<file path="config.mk">
export PLATFORM = sky130hd
export DESIGN_NAME = mtts_queue
export DESIGN_NICKNAME = d
export VERILOG_FILES = /design/src/mtts_pkg.sv /design/src/mtts_queue.sv
export SDC_FILE = /design/constraint.sdc
export NUM_CORES = 1
export LEC_CHECK = 0
export BUFFER_PORTS_ARGS = -buffer_cell sky130_fd_sc_hd__buf_4
export CORE_MARGIN = 2
export CORE_UTILIZATION = 48
export CTS_CLUSTER_DIAMETER = 100
export DETAILED_ROUTE_END_ITERATION = 10
export PLACE_DENSITY = 0.74
export SLEW_MARGIN = 20
export SYNTH_ARGS = -nofsm -noshare
export SYNTH_HDL_FRONTEND = slang
export SYNTH_SLANG_ARGS = --single-unit
</file>
<file path="constraint.sdc">
create_clock -name clk -period 5.95 [get_ports clk]
set_input_delay 1.4875 -clock clk [delete_from_list [all_inputs] [get_ports clk]]
set_output_delay 1.4875 -clock clk [all_outputs]
set_load 0.03 [all_outputs]
</file>
<file path="src/mtts_pkg.sv">
// ============================================================================
// mtts_pkg: shared types and constants for the multi-timeframe trend slope
// Item and result structs, the command passed from front to back, the back
// end state encoding and the period tables for the timeframe histories.
// ============================================================================
`default_nettype none

package mtts_pkg;

    localparam int TF_COUNT    = 14;
    localparam int TF_W        = 4;
    localparam int PRICE_MAX_W = 32;
    localparam int IDX_MAX_W   = 12;
    localparam int LEN_MAX_W   = 13;
    localparam int SLOPE_W     = 40;
    localparam int FRAC_BITS   = 16;
    localparam int SAT_SHIFT   = 23;
    localparam int QUOT_BITS   = 39;
    localparam int STEP_W      = 6;

    localparam logic OP_TICK  = 1'b0;
    localparam logic OP_QUERY = 1'b1;

    localparam logic [SLOPE_W-1:0] SLOPE_MAX = 40'h7F_FFFF_FFFF;
    localparam logic [SLOPE_W-1:0] SLOPE_MIN = 40'h80_0000_0000;

    localparam int MINUTE_PERIOD [7] = '{1, 2, 5, 10, 15, 20, 30};
    localparam int HOUR_PERIOD   [7] = '{1, 2, 3, 4, 6, 8, 12};

    typedef struct packed {
        logic        operation;
        logic [23:0] ask_price;
        logic [23:0] bid_price;
        logic [4:0]  hour_now;
        logic [5:0]  minute_now;
        logic [3:0]  timeframe;
        logic [10:0] window_length;
    } in_item_t;

    typedef struct packed {
        logic signed [SLOPE_W-1:0] slope;
        logic                      slope_valid;
        logic [TF_COUNT-1:0]       appended_mask;
    } out_item_t;

    typedef struct packed {
        logic                   is_query;
        logic                   query_ok;
        logic [TF_W-1:0]        tf;
        logic [TF_COUNT-1:0]    mask;
        logic [PRICE_MAX_W-1:0] price;
        logic [IDX_MAX_W-1:0]   start;
        logic [LEN_MAX_W-1:0]   len;
    } cmd_t;

    typedef enum logic [2:0] {
        B_IDLE,
        B_WRITE,
        B_READ,
        B_DIVPREP,
        B_DIV,
        B_FINISH
    } back_state_t;

    // Bit k set when minute is a multiple of the k-th minute period.
    function automatic logic [6:0] minute_hits(input logic [5:0] minute);
        logic [6:0] hits;
        hits = '0;
        for (int k = 0; k < 7; k++) begin
            for (int j = 0; j < 64; j++) begin
                if (j * MINUTE_PERIOD[k] == int'(minute))
                    hits[k] = 1'b1;
            end
        end
        return hits;
    endfunction

    function automatic logic [6:0] hour_hits(input logic [4:0] hour);
        logic [6:0] hits;
        hits = '0;
        for (int k = 0; k < 7; k++) begin
            for (int j = 0; j < 32; j++) begin
                if (j * HOUR_PERIOD[k] == int'(hour))
                    hits[k] = 1'b1;
            end
        end
        return hits;
    endfunction

endpackage

`default_nettype wire

</file>
<file path="src/mtts_queue.sv">
// ============================================================================
// mtts_queue: two-entry command queue
// Decouples the intake side from the history and slope engine.
// ============================================================================
`default_nettype none

module mtts_queue (
    input  wire logic           clk,
    input  wire logic           rst_n,
    input  wire logic           push,
    input  wire mtts_pkg::cmd_t push_data,
    input  wire logic           pop,
    output mtts_pkg::cmd_t      pop_data,
    output logic                full,
    output logic                empty
);

    mtts_pkg::cmd_t slot_reg [2];
    logic           wr_ptr_reg, wr_ptr_next;
    logic           rd_ptr_reg, rd_ptr_next;
    logic [1:0]     count_reg, count_next;

    assign full     = (count_reg == 2'd2);
    assign empty    = (count_reg == 2'd0);
    assign pop_data = slot_reg[rd_ptr_reg];

    always_comb
    begin
        wr_ptr_next = push ? !wr_ptr_reg : wr_ptr_reg;
        rd_ptr_next = pop ? !rd_ptr_reg : rd_ptr_reg;
        count_next  = count_reg + 2'(push) - 2'(pop);
    end

    always_ff @(posedge clk or negedge rst_n)
    begin
        if (!rst_n) begin
            wr_ptr_reg <= 1'b0;
            rd_ptr_reg <= 1'b0;
            count_reg  <= '0;
        end else begin
            wr_ptr_reg <= wr_ptr_next;
            rd_ptr_reg <= rd_ptr_next;
            count_reg  <= count_next;
        end
    end

    always_ff @(posedge clk)
    begin
        if (push)
            slot_reg[wr_ptr_reg] <= push_data;
    end

endmodule

`default_nettype wire

</file>
==> results.yml, run 1 <==
status:
  status: "finished, final reports clean"
critical_path:
  crit_fanout: 51
  worst_setup_path_startpoint: "rd_ptr_reg"
  critical_path.reg2reg.endpoint: "slot_reg[0][29]"
  r2r_setup_slack_ns: 3.76
  critical_path_start_end_classification: "reg -> out"
  cp-start-kind: "flop"
  worstPathRequired_ns: 4.46
  cp-end-kind: "primary output"
  crit-reg2reg-launch: "wr_ptr_reg"
  cp.arrival_ns: 2.06
  critPathCapture: "pop_data[4]"
  count_of_cells_along_the_worst_register_to_register_path: 2
logic_synthesis:
  yosysWarningCount: 0
  netlist_instances: 255
  synth_cell_type_count: 13
  synth.net_count: 338
  synth_area_leaders: "edfxtp_1, mux2_2, mux2_4, dfrtp_1, buf_6"
  synthDominantCellAreaShare_pct: 79.3
  syn-cell-area_sq_mm: 0.00583
  avgSynthCellArea_sq_um: 22.9
  synth-seq-cells: 158
  synth-seq-area-share_pct: 81.0
  synth_largest_area_cell: "edfxtp_1"
cells_and_area:
  fillers: 849
  net_count_reported_at_finish: 510
  largest_register_ff_count: 154
  post_layout_nonfiller_instances: 587
  leading_cell_type_in_the_layout_fill_and_taps_excluded: "buf_4"
  synthToLayoutAreaGrowth_pct: 33.3
  final_layout_size_suffix_gt1_share_pct: 61.1
  final_area_sq_mm: 0.00778
  diodes: 0
  layout.cells.most_common_list: "buf_4, edfxtp_1, mux2_2"
clock_tree:
  tritoncts: "done"
  cts_hold_buf: 0
  insertion_delay_ns: 0.41
  cts.htree.levels: 4
  post_cts.repair.setup_buffers: 0
  clockRootBuffer: "clkbuf_16"
  ctsResizeCount: 0
  cts-root-to-sink-buffers: 2
  tritoncts_buffers: 17
  clkSinkCount: 158
  path_clk_slew_ns: 0.06
sta:
  max_slew_margin_pct: 29.3
  layout_setup_ws_ns: 2.40
  achievable-frequency_ghz: 0.282
  period_share_pct: 59.6
  hold_violations: 0
  worst_slew_pin_slew_ns: 1.06
  rsz0062_at_grt: "false"
  timing.final.crit_period_ns: 3.55
  setup_viol: 0
  fin_setup_tns_ns: 0
  timing_max_transition_violations_final: 0
  final_clock_skew_ns: 0.00722
route:
  drt-initial-drc-count: 99
  detail_route.wl_per_cell_um: 17.4
  postRouteWirelength_um: 10200
  post-route-drc-count: 0
  drt_first_pass_iters: 4
  detailroute.via_count: 2905
  post_drt_via_cell_ratio: 4.95
  route.antenna.remaining_nets: 0
global_route:
  globalRouteTotalUtil_pct: 16.0
  grt_pass1_wl_um: 15400
  globalRouteOverflowTotal: 0
  antenna_found_initial: 0
  largest_net_degree_at_the_start_of_global_routing: 79
  first_global_vias: 3068
placed_design:
  dpl_cell_area_sq_mm: 0.00717
  dpl_worst_slack_ns: 2.50
  place.detailed.hpwl_um: 6500
  placed_cells: 554
  global_placement_routability_congestion: 0.717
  port-buffer-count: 159
min_path:
  holdCritPathClass: "reg -> reg"
floorplanning:
  coreArea_sq_mm: 0.0119
  dieArea_sq_mm: 0.0130
  starting_density_pct: 49.0
  die_height_um: 114
  num_rows: 40
  ioPinCount: 160
  floorplan.die.width_um: 114
power_and_ir_drop:
  irDropWorstVdd_v: 0.000419
  power_leakage_nw: 3.01
  power_density_mw_per_mm2: 527
flow_run:
  timing.max_cap.violations: 0
per-stage QoR:
stage	utilization, %	total power, W	hold slack [ns]
global route	65.3	0.00426	0.583
floorplan	-	0.00260	0.455
finish	65.3	0.00410	0.545
detailed placement	60.2	0.00307	0.540
global placement	60.2	0.00305	0.529
CTS	65.1	0.00413	0.550
layout make-up:
type	instances	area, sq um	share of cell area, %
repair buffers	162	1240	15.9
inverters	2	7.51	0.0965
clock buffers	19	433	5.57
multi-input cells	86	1040	13.4
well taps	147	184	2.36
clock inverters	13	148	1.90
flip-flops and latches	158	4730	60.8
kinds of logic (layout without fill, tap and decap cells):
| group | after synthesis | count (layout) | synth area share, % |
|---|---|---|---|
| xor gates and xnor gates | 3 | 3 | 0.708 |
| adders and majority gates | 2 | 2 | 0.429 |
| buffers and inverters | 11 | 196 | 1.33 |
| DFF | 158 | 158 | 81.0 |
| muxes | 77 | 77 | 16.2 |
| and+or+nand+nor | 4 | 4 | 0.386 |
power breakdown:
| group | internal (W) | switching (W) |
|---|---|---|
| Sequential | 0.00148 | 0.0000939 |
| Combinational | 0.000628 | 0.000844 |
| Clock | 0.000652 | 0.000396 |
| Total | 0.00276 | 0.00133 |
worst max-delay path, stage by stage, from the launching register on:
cell     delay [ns]
dfrtp_4        0.70
buf_16         0.33
mux2_2         0.39
buf_4          0.17
Yosys cell counts:
| cell type | n |
|---|---|
| buf_6 | 4 |
| nor2_1 | 1 |
| xor3_1 | 1 |
| ha_1 | 2 |
| dfrtp_1 | 4 |
| inv_1 | 2 |
| and2_1 | 1 |
| buf_2 | 5 |
| mux2_2 | 57 |
| mux2_4 | 20 |
| nor2b_1 | 2 |
| xor2_1 | 2 |
| edfxtp_1 | 154 |
worst min-delay path by stage:
stage / startpoint / end / depth (start not counted)
final: wr_ptr_reg / wr_ptr_reg / 1
after detailed placement: wr_ptr_reg / wr_ptr_reg / 1
after global placement: wr_ptr_reg / wr_ptr_reg / 1
after floorplan: wr_ptr_reg / wr_ptr_reg / 1
after global routing: wr_ptr_reg / wr_ptr_reg / 1
after CTS: wr_ptr_reg / wr_ptr_reg / 1
metal layers:
metal / up-vias / wire [um] / track usage (%)
li1: 1356 / - / -
met1: 1419 / 4070 / 18.6
met2: 113 / 5080 / 25.5
met3: 17 / 889 / 7.41
met4: 0 / 174 / 6.99
met5: - / 0 / 0
(Power assumes the default switching activity.)
==> run 2: changes to the inputs <==
Settings changed: CORE_UTILIZATION 48 to 47, PLACE_DENSITY 0.74 to 0.76.
Clock period 5.95 ns to 3.2 ns, I/O delays scaled along.
==> run 2 against run 1 <==
Compared with the run above:
- sequential power grew 86%
- clock power up 70%
- highest routed layer unchanged
- largest power group unchanged
- die area rose by 2.1%
- critical path type unchanged
- setup slack got worse by 2.0 ns
- critical endpoint is now pop_data[14]
==> results.yml, run 2 (synthesis results as in run 1) <==
clock_tree:
  clkSinkCount: 158
  cts-root-to-sink-buffers: 2
  cts.htree.levels: 4
  post_cts.repair.setup_buffers: 0
  tritoncts: "done"
  ctsResizeCount: 0
  path_clk_slew_ns: 0.06
  clockRootBuffer: "clkbuf_16"
  cts_hold_buf: 0
  insertion_delay_ns: 0.41
  tritoncts_buffers: 17
cells_and_area:
  final_layout_size_suffix_gt1_share_pct: 60.1
  largest_register_ff_count: 154
  layout.cells.most_common_list: "buf_4, edfxtp_1, mux2_2"
  net_count_reported_at_finish: 514
  synthToLayoutAreaGrowth_pct: 33.4
  final_area_sq_mm: 0.00778
  leading_cell_type_in_the_layout_fill_and_taps_excluded: "buf_4"
  diodes: 0
status:
  status: "finished, final reports clean"
critical_path:
  critical_path.slowest_cell: "dfrtp_4"
  cp.arrival_ns: 1.98
  cp-end-kind: "primary output"
  critical_path_start_end_classification: "reg -> out"
  cp-start-kind: "flop"
  worstPathRequired_ns: 2.40
  timing.critical_path.mode_cell: "buf_4"
  crit_fanout: 29
  max_stage_delay_ns: 0.72
  worstPathCellList: "buf_4, mux2_2, buf_4"
floorplanning:
  die_height_um: 115
  num_rows: 40
  coreArea_sq_mm: 0.0121
  dieArea_sq_mm: 0.0133
  starting_density_pct: 48.4
  ioPinCount: 160
  floorplan.die.width_um: 115
global_route:
  first_global_vias: 3103
  globalRouteTotalUtil_pct: 15.8
  grt_pass1_wl_um: 15200
  antenna_found_initial: 0
  largest_net_degree_at_the_start_of_global_routing: 78
  globalRouteOverflowTotal: 0
sta:
  final_clock_skew_ns: 0.00469
  worst_slack_on_hold_paths_ns: 0.176
  hold_violations: 0
  period_share_pct: 86.9
  rsz0062_at_grt: "false"
  worst_slew_pin_slew_ns: 0.466
  timing_max_transition_violations_final: 0
  timing.final.crit_period_ns: 2.78
  setup_viol: 0
  achievable-frequency_ghz: 0.359
  fin_setup_tns_ns: 0
  max_slew_margin_pct: 69.0
route:
  post-route-drc-count: 0
  detailroute.via_count: 2912
  drt_first_pass_iters: 4
  detail_route.wl_per_cell_um: 16.9
  route.antenna.remaining_nets: 0
  postRouteWirelength_um: 10300
  drt-initial-drc-count: 205
  post_drt_via_cell_ratio: 4.76
flow_run:
  timing.max_cap.violations: 0
placed_design:
  place.detailed.hpwl_um: 6840
  dpl_cell_area_sq_mm: 0.00726
  global_placement_routability_congestion: 0.718
  port-buffer-count: 159
power_and_ir_drop:
  power_leakage_nw: 3.00
  irDropWorstVdd_v: 0.000646
  power_density_mw_per_mm2: 960
min_path:
  holdCritPathClass: "in -> async"
[run 2: metal layers]
| metal | vias up | share of wire, % | global-route usage (%) | wire, um |
|---|---|---|---|---|
| li1 | 1358 | - | - | - |
| met4 | 0 | 2.0 | 7.39 | 208 |
| met5 | - | 0 | 0 | 0 |
| met2 | 107 | 52 | 26.6 | 5360 |
| met3 | 20 | 7.2 | 6.27 | 742 |
| met1 | 1427 | 39 | 17.7 | 4030 |
[run 2: cell type report]
cell class	instances	area [sq um]
clock buffers	29	480
clock inverters	3	40.0
fillers	849	4280
inverters	2	7.51
multi-input cells	86	1040
flip-flops and latches	158	4730
well taps	168	210
repair buffers	166	1270
[run 2: report_power, final]
part	internal [W]	total [W]	switching [W]	leakage, nW
Combinational	0.00119	0.00274	0.00155	1.26
Clock	0.00109	0.00178	0.000696	0.252
Sequential	0.00275	0.00294	0.000184	1.49
Total	0.00503	0.00746	0.00243	3.00
[run 2: metrics by stage]
stage          total power, W  utilization, %  cells  worst slack (ns)
5_1_grt               0.00777            64.5    612             0.306
3_3_place_gp          0.00571            60.2    580             0.823
6_report              0.00746            64.5    612             0.418
2_1_floorplan         0.00482               -    255             0.166
4_1_cts               0.00755            64.5    612             0.376
3_5_place_dp          0.00576            60.2    580             0.826
[run 2: path summary, 6_finish.rpt]
path	from	endpoint	slack, ns	cells after the start
worst min register to register	wr_ptr_reg	wr_ptr_reg	0.55	1
worst max-delay path	rd_ptr_reg	pop_data[14]	0.42	3
worst max register to register	wr_ptr_reg	slot_reg[1][35]	1.59	2
worst min-delay path	rst_n	rd_ptr_reg	0.18	1
max in group asynchronous	rst_n	rd_ptr_reg	2.91	1
min in group clk	wr_ptr_reg	wr_ptr_reg	0.55	1
[run 2: critical path, delay by kind of cell (launching register included)]
| kind | cells | cell delay (ns) |
|---|---|---|
| flip-flops | 1 | 0.72 |
| buffers and inverters | 2 | 0.48 |
| multiplexers | 1 | 0.36 |
