[config.mk]
export PLATFORM = sky130hd
export DESIGN_NAME = mtts_front
export DESIGN_NICKNAME = d
export VERILOG_FILES = /design/src/mtts_pkg.sv /design/src/mtts_front.sv
export SDC_FILE = /design/constraint.sdc
export NUM_CORES = 1
export LEC_CHECK = 0
export ABC_AREA = 0
export BUFFER_PORTS_ARGS = -buffer_cell sky130_fd_sc_hd__buf_2
export CORE_MARGIN = 10
export CORE_UTILIZATION = 60
export CTS_BUF_LIST = sky130_fd_sc_hd__clkbuf_16
export DETAILED_ROUTE_END_ITERATION = 10
export PLACE_DENSITY = 0.76
export RECOVER_POWER = 25
export SLEW_MARGIN = 10
export SYNTH_ARGS = -nofsm -noshare
export SYNTH_HDL_FRONTEND = slang
export SYNTH_SLANG_ARGS = --single-unit
[constraint.sdc]
create_clock -name clk -period 4.78 [get_ports clk]
set_clock_uncertainty 0.2 [all_clocks]
set_input_delay 0.717 -clock clk [delete_from_list [all_inputs] [get_ports clk]]
set_output_delay 0.717 -clock clk [all_outputs]
set_load 0.05 [all_outputs]
[src/mtts_pkg.sv]
// ============================================================================
// mtts_pkg: shared types and constants for the multi-timeframe trend slope
// Item and result structs, the command passed from front to back, the back
// end state encoding and the period tables for the timeframe histories.
// ============================================================================
`default_nettype none

package mtts_pkg;

    localparam int TF_COUNT    = 14;
    localparam int TF_W        = 4;
    localparam int PRICE_MAX_W = 32;
    localparam int IDX_MAX_W   = 12;
    localparam int LEN_MAX_W   = 13;
    localparam int SLOPE_W     = 40;
    localparam int FRAC_BITS   = 16;
    localparam int SAT_SHIFT   = 23;
    localparam int QUOT_BITS   = 39;
    localparam int STEP_W      = 6;

    localparam logic OP_TICK  = 1'b0;
    localparam logic OP_QUERY = 1'b1;

    localparam logic [SLOPE_W-1:0] SLOPE_MAX = 40'h7F_FFFF_FFFF;
    localparam logic [SLOPE_W-1:0] SLOPE_MIN = 40'h80_0000_0000;

    localparam int MINUTE_PERIOD [7] = '{1, 2, 5, 10, 15, 20, 30};
    localparam int HOUR_PERIOD   [7] = '{1, 2, 3, 4, 6, 8, 12};

    typedef struct packed {
        logic        operation;
        logic [23:0] ask_price;
        logic [23:0] bid_price;
        logic [4:0]  hour_now;
        logic [5:0]  minute_now;
        logic [3:0]  timeframe;
        logic [10:0] window_length;
    } in_item_t;

    typedef struct packed {
        logic signed [SLOPE_W-1:0] slope;
        logic                      slope_valid;
        logic [TF_COUNT-1:0]       appended_mask;
    } out_item_t;

    typedef struct packed {
        logic                   is_query;
        logic                   query_ok;
        logic [TF_W-1:0]        tf;
        logic [TF_COUNT-1:0]    mask;
        logic [PRICE_MAX_W-1:0] price;
        logic [IDX_MAX_W-1:0]   start;
        logic [LEN_MAX_W-1:0]   len;
    } cmd_t;

    typedef enum logic [2:0] {
        B_IDLE,
        B_WRITE,
        B_READ,
        B_DIVPREP,
        B_DIV,
        B_FINISH
    } back_state_t;

    // Bit k set when minute is a multiple of the k-th minute period.
    function automatic logic [6:0] minute_hits(input logic [5:0] minute);
        logic [6:0] hits;
        hits = '0;
        for (int k = 0; k < 7; k++) begin
            for (int j = 0; j < 64; j++) begin
                if (j * MINUTE_PERIOD[k] == int'(minute))
                    hits[k] = 1'b1;
            end
        end
        return hits;
    endfunction

    function automatic logic [6:0] hour_hits(input logic [4:0] hour);
        logic [6:0] hits;
        hits = '0;
        for (int k = 0; k < 7; k++) begin
            for (int j = 0; j < 32; j++) begin
                if (j * HOUR_PERIOD[k] == int'(hour))
                    hits[k] = 1'b1;
            end
        end
        return hits;
    endfunction

endpackage

`default_nettype wire

[src/mtts_front.sv]
// ============================================================================
// mtts_front: item intake and classification
// Tracks the time of day, fill counts and ring positions, and turns each
// item into a command: histories to append to, or a checked query window.
// ============================================================================
`default_nettype none

module mtts_front #(
    parameter int HISTORY_DEPTH = 1024,
    parameter int PRICE_BITS    = 24
) (
    input  wire logic               clk,
    input  wire logic               rst_n,
    input  wire logic               item_valid,
    output logic                    item_ready,
    input  wire mtts_pkg::in_item_t item,
    input  wire logic               queue_full,
    output logic                    push,
    output mtts_pkg::cmd_t          cmd
);

    localparam int XW = $clog2(HISTORY_DEPTH);
    localparam int LW = XW + 1;
    localparam int SW = XW + 2;

    logic [LW-1:0] fill_reg [mtts_pkg::TF_COUNT];
    logic [LW-1:0] fill_next [mtts_pkg::TF_COUNT];
    logic [XW-1:0] wp_reg [mtts_pkg::TF_COUNT];
    logic [XW-1:0] wp_next [mtts_pkg::TF_COUNT];
    logic [5:0]    prev_min_reg, prev_min_next;
    logic [4:0]    prev_hour_reg, prev_hour_next;

    logic                          accept;
    logic                          is_tick;
    logic [24:0]                   quote_sum;
    logic [PRICE_BITS-1:0]         price;
    logic [6:0]                    min_hits, hour_hits;
    logic [mtts_pkg::TF_COUNT-1:0] mask;
    logic                          tf_ok;
    logic [LW-1:0]                 fill_sel;
    logic [XW-1:0]                 wp_sel;
    logic [mtts_pkg::LEN_MAX_W-1:0] len_ext;
    logic                          query_ok;
    logic [SW-1:0]                 start_raw;
    logic [SW-1:0]                 start_fix;

    assign item_ready = !queue_full;
    assign accept     = item_valid && item_ready;
    assign push       = accept;
    assign is_tick    = (item.operation == mtts_pkg::OP_TICK);

    always_comb
    begin
        quote_sum = {1'b0, item.ask_price} + {1'b0, item.bid_price};
        price     = PRICE_BITS'(quote_sum[24:1]);
        min_hits  = (item.minute_now != prev_min_reg) ?
                    mtts_pkg::minute_hits(item.minute_now) : 7'd0;
        hour_hits = (item.hour_now != prev_hour_reg) ?
                    mtts_pkg::hour_hits(item.hour_now) : 7'd0;
        mask      = {hour_hits, min_hits};

        tf_ok     = (item.timeframe < 4'(mtts_pkg::TF_COUNT));
        fill_sel  = tf_ok ? fill_reg[item.timeframe] : '0;
        wp_sel    = tf_ok ? wp_reg[item.timeframe] : '0;
        len_ext   = mtts_pkg::LEN_MAX_W'(item.window_length);
        query_ok  = tf_ok && (len_ext >= mtts_pkg::LEN_MAX_W'(2))
                    && (len_ext <= mtts_pkg::LEN_MAX_W'(fill_sel));
        // Oldest sample of the window, wrapped around the ring.
        start_raw = SW'(wp_sel) + SW'(HISTORY_DEPTH) - SW'(item.window_length);
        start_fix = (start_raw >= SW'(HISTORY_DEPTH)) ?
                    start_raw - SW'(HISTORY_DEPTH) : start_raw;

        cmd.is_query = !is_tick;
        cmd.query_ok = query_ok;
        cmd.tf       = item.timeframe;
        cmd.mask     = is_tick ? mask : '0;
        cmd.price    = mtts_pkg::PRICE_MAX_W'(price);
        cmd.start    = mtts_pkg::IDX_MAX_W'(start_fix[XW-1:0]);
        cmd.len      = len_ext;
    end

    always_comb
    begin
        prev_min_next  = prev_min_reg;
        prev_hour_next = prev_hour_reg;
        for (int t = 0; t < mtts_pkg::TF_COUNT; t++) begin
            fill_next[t] = fill_reg[t];
            wp_next[t]   = wp_reg[t];
        end
        if (accept && is_tick) begin
            prev_min_next  = item.minute_now;
            prev_hour_next = item.hour_now;
            for (int t = 0; t < mtts_pkg::TF_COUNT; t++) begin
                if (mask[t]) begin
                    if (fill_reg[t] < LW'(HISTORY_DEPTH))
                        fill_next[t] = fill_reg[t] + LW'(1);
                    wp_next[t] = (wp_reg[t] == XW'(HISTORY_DEPTH - 1)) ?
                                 '0 : wp_reg[t] + XW'(1);
                end
            end
        end
    end

    always_ff @(posedge clk or negedge rst_n)
    begin
        if (!rst_n) begin
            prev_min_reg  <= '0;
            prev_hour_reg <= '0;
            for (int t = 0; t < mtts_pkg::TF_COUNT; t++) begin
                fill_reg[t] <= '0;
                wp_reg[t]   <= '0;
            end
        end else begin
            prev_min_reg  <= prev_min_next;
            prev_hour_reg <= prev_hour_next;
            for (int t = 0; t < mtts_pkg::TF_COUNT; t++) begin
                fill_reg[t] <= fill_next[t];
                wp_reg[t]   <= wp_next[t];
            end
        end
    end

endmodule

`default_nettype wire

==> impl_metrics.yaml, run 1 <==
grt:
  grt_overflow: 0
  grt_pass1_wl_mm: 79.2
  grt.total_usage_pct: 25.0
  met1_usage_pct: 33.4
  antenna_found_initial: 2
  grt_use_met3_pct: 4.74
  gr-usage-met2_pct: 39.8
  first_global_vias: 15000
  grt_start_max_net_pins: 117
  busiest_layer: "met2"
cts:
  cts_buffer_depth: 3
  cts-root-buf: "clkbuf_16"
  cts-htree-levels: 2
  clock-sinks: 305
  clk_pin_slew_worst_paths_ps: 60
  clock_latency_ps: 520
  cts_made_buffers: 34
  cts_setup_buffers: 0
  cts_tree: "built"
placement:
  numPortBuffers: 145
  pre_cts_ws_ps: 131
  gp_congestion: 0.938
  dp_cells: 2403
  dp_hpwl_mm: 37.3
timing:
  worst-slew-pin-transition_ps: 2970
  relSlewSlack_pct: -98.0
  worst_slack_ps: 217
  max_freq_mhz: 219
  rsz0062_at_grt: "no"
  setup_viol: 0
  hold_viol_final: 0
  min_period_over_period_pct: 95.5
  slew_violations: 116
  fin_setup_tns_ps: 0
  min_period_ps: 4560
worst_setup_path:
  path_cells: "mux4_2 -> inv_1 -> o22ai_1 -> nand2_1 -> o21a_1 -> inv_1 -> ha_1 -> nor2b_1 -> o21ai_0 -> a21oi_1 -> o211ai_1 -> o21ai_0 -> xnor2_2 -> buf_4"
  cp.arrival_ps: 3650
  crit_path_start_kind: "register"
  critPathCaptureType: "primary output"
  crit_required_ps: 3860
  max_stage_delay_ps: 480
  crit_type: "reg2out"
  crit_fanout: 5
  cp_slowest_cell: "mux4_2"
power_and_ir_drop:
  peakVddDrop_uv: 307
  leakagePower_nw: 9.74
  p_total_w: 0.00746
  power_density_nw_per_um2: 353
synth:
  syn-cell-area_um2: 19000
  synthDistinctLibCells: 81
  synth-main-ff-cell: "dfrtp_1"
  synth_common_cells: "305 x dfrtp_1, 240 x nand2_1, 164 x xnor2_1"
  synth_area_leaders: "dfrtp_1 40%, mux4_2 7.6%, xnor2_1 7.6%"
  synth_cells: 1907
  syn_area_per_cell_um2: 9.96
  netlist.area_leader.share_pct: 40.2
  synth_edf_count: 0
  synth_seq_area_share_pct: 40.2
  synth-seq-cells: 305
  synth_most_common_cell: "dfrtp_1"
  synthArstFlopShare_pct: 100
  synth_top_cell_by_area: "dfrtp_1"
  ys_warn_count: 0
detailed_routing:
  viasPerCell: 6.14
  num_vias: 15200
  ant_nets: 0
  route.detailed.drc: 0
  drtIter0Drc: 1397
  wl_mm: 49.1
  first_pass_iters: 6
  wire_per_inst_um: 19.9
cells_and_area:
  final_nets: 2190
  largest_reg_flops: 154
  area_growth_pct: 11.3
  diodes: 0
  drive_above_1_share_pct: 16.6
  final_cells: 2466
floorplanning:
  dieWidth_um: 198
  initial_core_util_pct: 60.5
  core_area_um2: 31400
  row_count: 65
  io_pins: 158
  die_area_um2: 39200
  die_y_um: 198
outcome:
  violations: "capacitance limit, slew limit"
  status: "finished, violations left"
hold_path:
  holdCritPathClass: "reg2reg"
job:
  cap_violations: 1
per-layer routing:
metal / vias to the layer above / routed length [um]
li1: 7041 / -
met1: 7403 / 21200
met2: 596 / 22400
met3: 111 / 3880
met4: 2 / 1620
met5: - / 11
placed cells by master, fill, tap and decap left out, types with 55 or more instances in the layout:
cell	synthesis	final
dfrtp_1	305	305
nand3_1	82	82
xor2_1	80	79
nand4_1	70	70
buf_2	34	138
o21ai_0	89	89
mux4_2	64	64
a21oi_1	55	55
ha_1	71	71
nor2_1	113	113
nand2_1	240	240
xnor2_1	164	162
inv_1	57	59
repair_timing:
action / CTS / global route
endpoints found under the setup margin: 0 / 3
hold buffers: 0 / 0
gates resized for setup: 0 / 7
metrics by stage:
step	instance area, um^2	util (%)	hold slack (ps)
2_1_floorplan	19100	-	221
3_3_place_gp	20100	63.9	278
3_5_place_dp	20100	63.9	274
4_1_cts	21100	67.2	101
5_1_grt	21100	67.3	315
6_report	21100	67.3	291
worst max-delay path, delay by kind of cell (launching register included):
family	cells	cell delay, ps
simple gates	2	220
mux	1	480
flops	1	460
fa+ha+maj	1	270
compound gates	6	1050
xor+xnor	1	270
buf+inv	3	370
final timing paths:
kind                                  to  cells after the start              from  slack [ps]
min in group asynchronous  fill_reg[147]                      1             rst_n         930
max in group asynchronous   fill_reg[49]                      2             rst_n        1660
hold reg to reg            fill_reg[106]                      1     fill_reg[106]         290
hold / removal             fill_reg[106]                      1     fill_reg[106]         290
setup / recovery                 cmd[22]                     14        wp_reg[51]         220
setup reg to reg            fill_reg[31]                      7  prev_hour_reg[2]        1870
report_power, final:
group          leakage [nW]  switching [W]  internal, W
sequential             4.12       0.000444      0.00286
clock                 0.523        0.00107      0.00141
combinational          5.10        0.00100     0.000668
total                  9.74        0.00252      0.00494
area by class of cell:
type | count | area, um^2
inverters | 57 | 214
fillers | 2472 | 10300
clock inverters | 28 | 198
clock buffers | 34 | 851
flip-flops and latches | 305 | 7630
repair buffers | 175 | 1030
well taps | 402 | 503
multi-input cells | 1465 | 10700
cell families (layout without fill, tap and decap cells):
| logic type | count (synthesis) | after routing | share of synthesized area [%] |
|---|---|---|---|
| and+or+nand+nor | 750 | 750 | 20.4 |
| DFF | 305 | 305 | 40.2 |
| AOI/OAI and AO/OA | 259 | 259 | 8.37 |
| xor gates and xnor gates | 244 | 244 | 11.3 |
| buffers and inverters | 148 | 294 | 3.81 |
| muxes | 127 | 127 | 11.0 |
| adders and majority gates | 73 | 73 | 4.89 |
| other | 1 | 12 | 0.0198 |
No activity file was read; power rests on OpenSTA's default activity.
==> run 2, diff against run 1 <==
CORE_UTILIZATION = 25   (was 60)
PLACE_DENSITY = 0.36   (was 0.76)
clock period = 5.2 ns   (was 4.78 ns; I/O delays follow)
==> impl_metrics.yaml, run 2 (same netlist as run 1, synthesis figures left out) <==
detailed_routing:
  num_vias: 14700
  wl_mm: 60.7
  wl_met2_mm: 27.8
  viasPerCell: 4.82
  met3_length_mm: 2.82
  highest_layer: "met5"
  route.detailed.drc: 0
  drtIter0Drc: 822
  drt-met1-wl_mm: 28.6
  ant_nets: 0
  first_pass_iters: 4
  wire_per_inst_um: 19.9
floorplanning:
  core_area_um2: 74800
  row_count: 100
  dieWidth_um: 296
  die_area_um2: 87400
  die_y_um: 296
  initial_core_util_pct: 25.4
  io_pins: 158
cts:
  cts_hold_buf: 0
  cts.repair.resized: 0
  clock_latency_ps: 590
  cts-root-buf: "clkbuf_16"
  cts_buffer_depth: 3
  cts_made_buffers: 42
  clk_pin_slew_worst_paths_ps: 60
  cts_setup_buffers: 0
  cts-htree-levels: 2
  clock-sinks: 305
  cts_tree: "built"
placement:
  numPortBuffers: 145
  dp_hpwl_mm: 47.1
  pre_cts_ws_ps: 345
  gp_congestion: 0.796
worst_setup_path:
  crit_required_ps: 4220
  crit_type: "in2out"
  cp_slowest_cell: "buf_2"
  path_cells: "buf_2 -> mux4_2 -> mux2i_1 -> o21a_1 -> inv_1 -> ha_1 -> nor2b_1 -> o21ai_0 -> a21oi_1 -> o211ai_1 -> o21ai_0 -> xnor2_1 -> buf_2"
  crit_path_start_kind: "input pin"
  critPathCaptureType: "primary output"
  crit_fanout: 17
  max_stage_delay_ps: 410
  cp.arrival_ps: 3880
power_and_ir_drop:
  p_clk_share_pct: 39.2
  leakagePower_nw: 9.90
  seq_power_share_pct: 40.5
  p_total_w: 0.00757
  intPower_w: 0.00502
  power_density_nw_per_um2: 342
  power_frac_comb_pct: 20.3
  p_sw_share_pct: 33.7
  peakVddDrop_uv: 216
  power_switching_w: 0.00255
timing:
  min_period_ps: 4860
  hold_viol_final: 0
  setup_viol: 0
  worst_slack_ps: 344
  max_freq_mhz: 206
  slew_violations: 78
  rsz0062_at_grt: "no"
  fin_setup_tns_ps: 0
  worst-slew-pin-transition_ps: 4100
  min_period_over_period_pct: 93.4
  relSlewSlack_pct: -173
outcome:
  violations: "capacitance limit, slew limit"
  status: "finished, violations left"
grt:
  grt_overflow: 0
  grt_pass1_wl_mm: 92.5
  first_global_vias: 14800
  antenna_found_initial: 4
  grt.total_usage_pct: 13.6
  grt_start_max_net_pins: 97
cells_and_area:
  seqCellArea_um2: 7630
  final_common_cell: "dfrtp_1"
  fillers: 7841
  multi_input_area_um2: 10700
  final_nets: 2193
  drive_above_1_share_pct: 16.9
  largest_reg_flops: 154
  area_growth_pct: 16.5
  final_cell_mix: "305 x dfrtp_1, 240 x nand2_1, 164 x xnor2_1"
job:
  cap_violations: 1
hold_path:
  holdCritPathClass: "reg2reg"
[run 2: cell count changes in the layout (fill, tap and decap cells not counted), sizes merged]
| cell | delta |
|---|---|
| buf | -1 |
| clkbuf | +4 |
| dlymetal6s4s | +1 |
| diode | +1 |
| bufinv | +4 |
| inv | +2 |
| clkinv | -3 |
[run 2: final timing paths]
check | startpoint | depth (start not counted) | slack, ps | endpoint
max | item[12] | 13 | 340 | cmd[22]
max in group asynchronous | rst_n | 1 | 890 | wp_reg[61]
min in group asynchronous | rst_n | 1 | 1530 | fill_reg[24]
min reg2reg | fill_reg[86] | 1 | 290 | fill_reg[86]
max reg2reg | prev_hour_reg[4] | 7 | 2540 | fill_reg[6]
min | fill_reg[86] | 1 | 290 | fill_reg[86]
[run 2: critical path, delay by kind of cell]
kind                       cells  cell delay (ps)
AOI/OAI and AO/OA              5             1110
adders and majority gates      1              250
muxes                          2              650
and+or+nand+nor                1              130
xor gates and xnor gates       1              170
buffers and inverters          3              750
[run 2: final cells by class]
class,count,share of cell area [%]
inverters,57,0.967
diodes,1,0.0113
multi-input cells,1465,48.2
well taps,969,5.48
flip-flops and latches,305,34.5
clock inverters,31,1.46
repair buffers,170,4.47
clock buffers,43,4.86
[run 2: layer usage]
metal / track usage (%) / vias to the layer above
li1: - / 7046
met1: 18.8 / 7257
met2: 21.9 / 277
met3: 2.30 / 70
met4: 3.55 / 2
met5: 0 / -
[run 2: power groups by stage]
stage               clock (W)  combinational (W)  sequential (W)
floorplan                   0            0.00115         0.00290
global placement            0            0.00154         0.00312
detailed placement          0            0.00156         0.00311
CTS                   0.00307            0.00156         0.00307
global route          0.00317            0.00171         0.00311
finish                0.00297            0.00154         0.00307
[run 2: per-stage QoR]
step                      hold WS (ps)  util (%)  std cells  cell area, um^2
after global routing               303      29.6       3040            22100
after detailed placement           280      27.7       2966            20700
after global placement             277      27.7       2966            20700
after floorplan                    247         -       1918            19000
after CTS                         3.56      29.6       3040            22100
final                              295      29.6       3041            22100
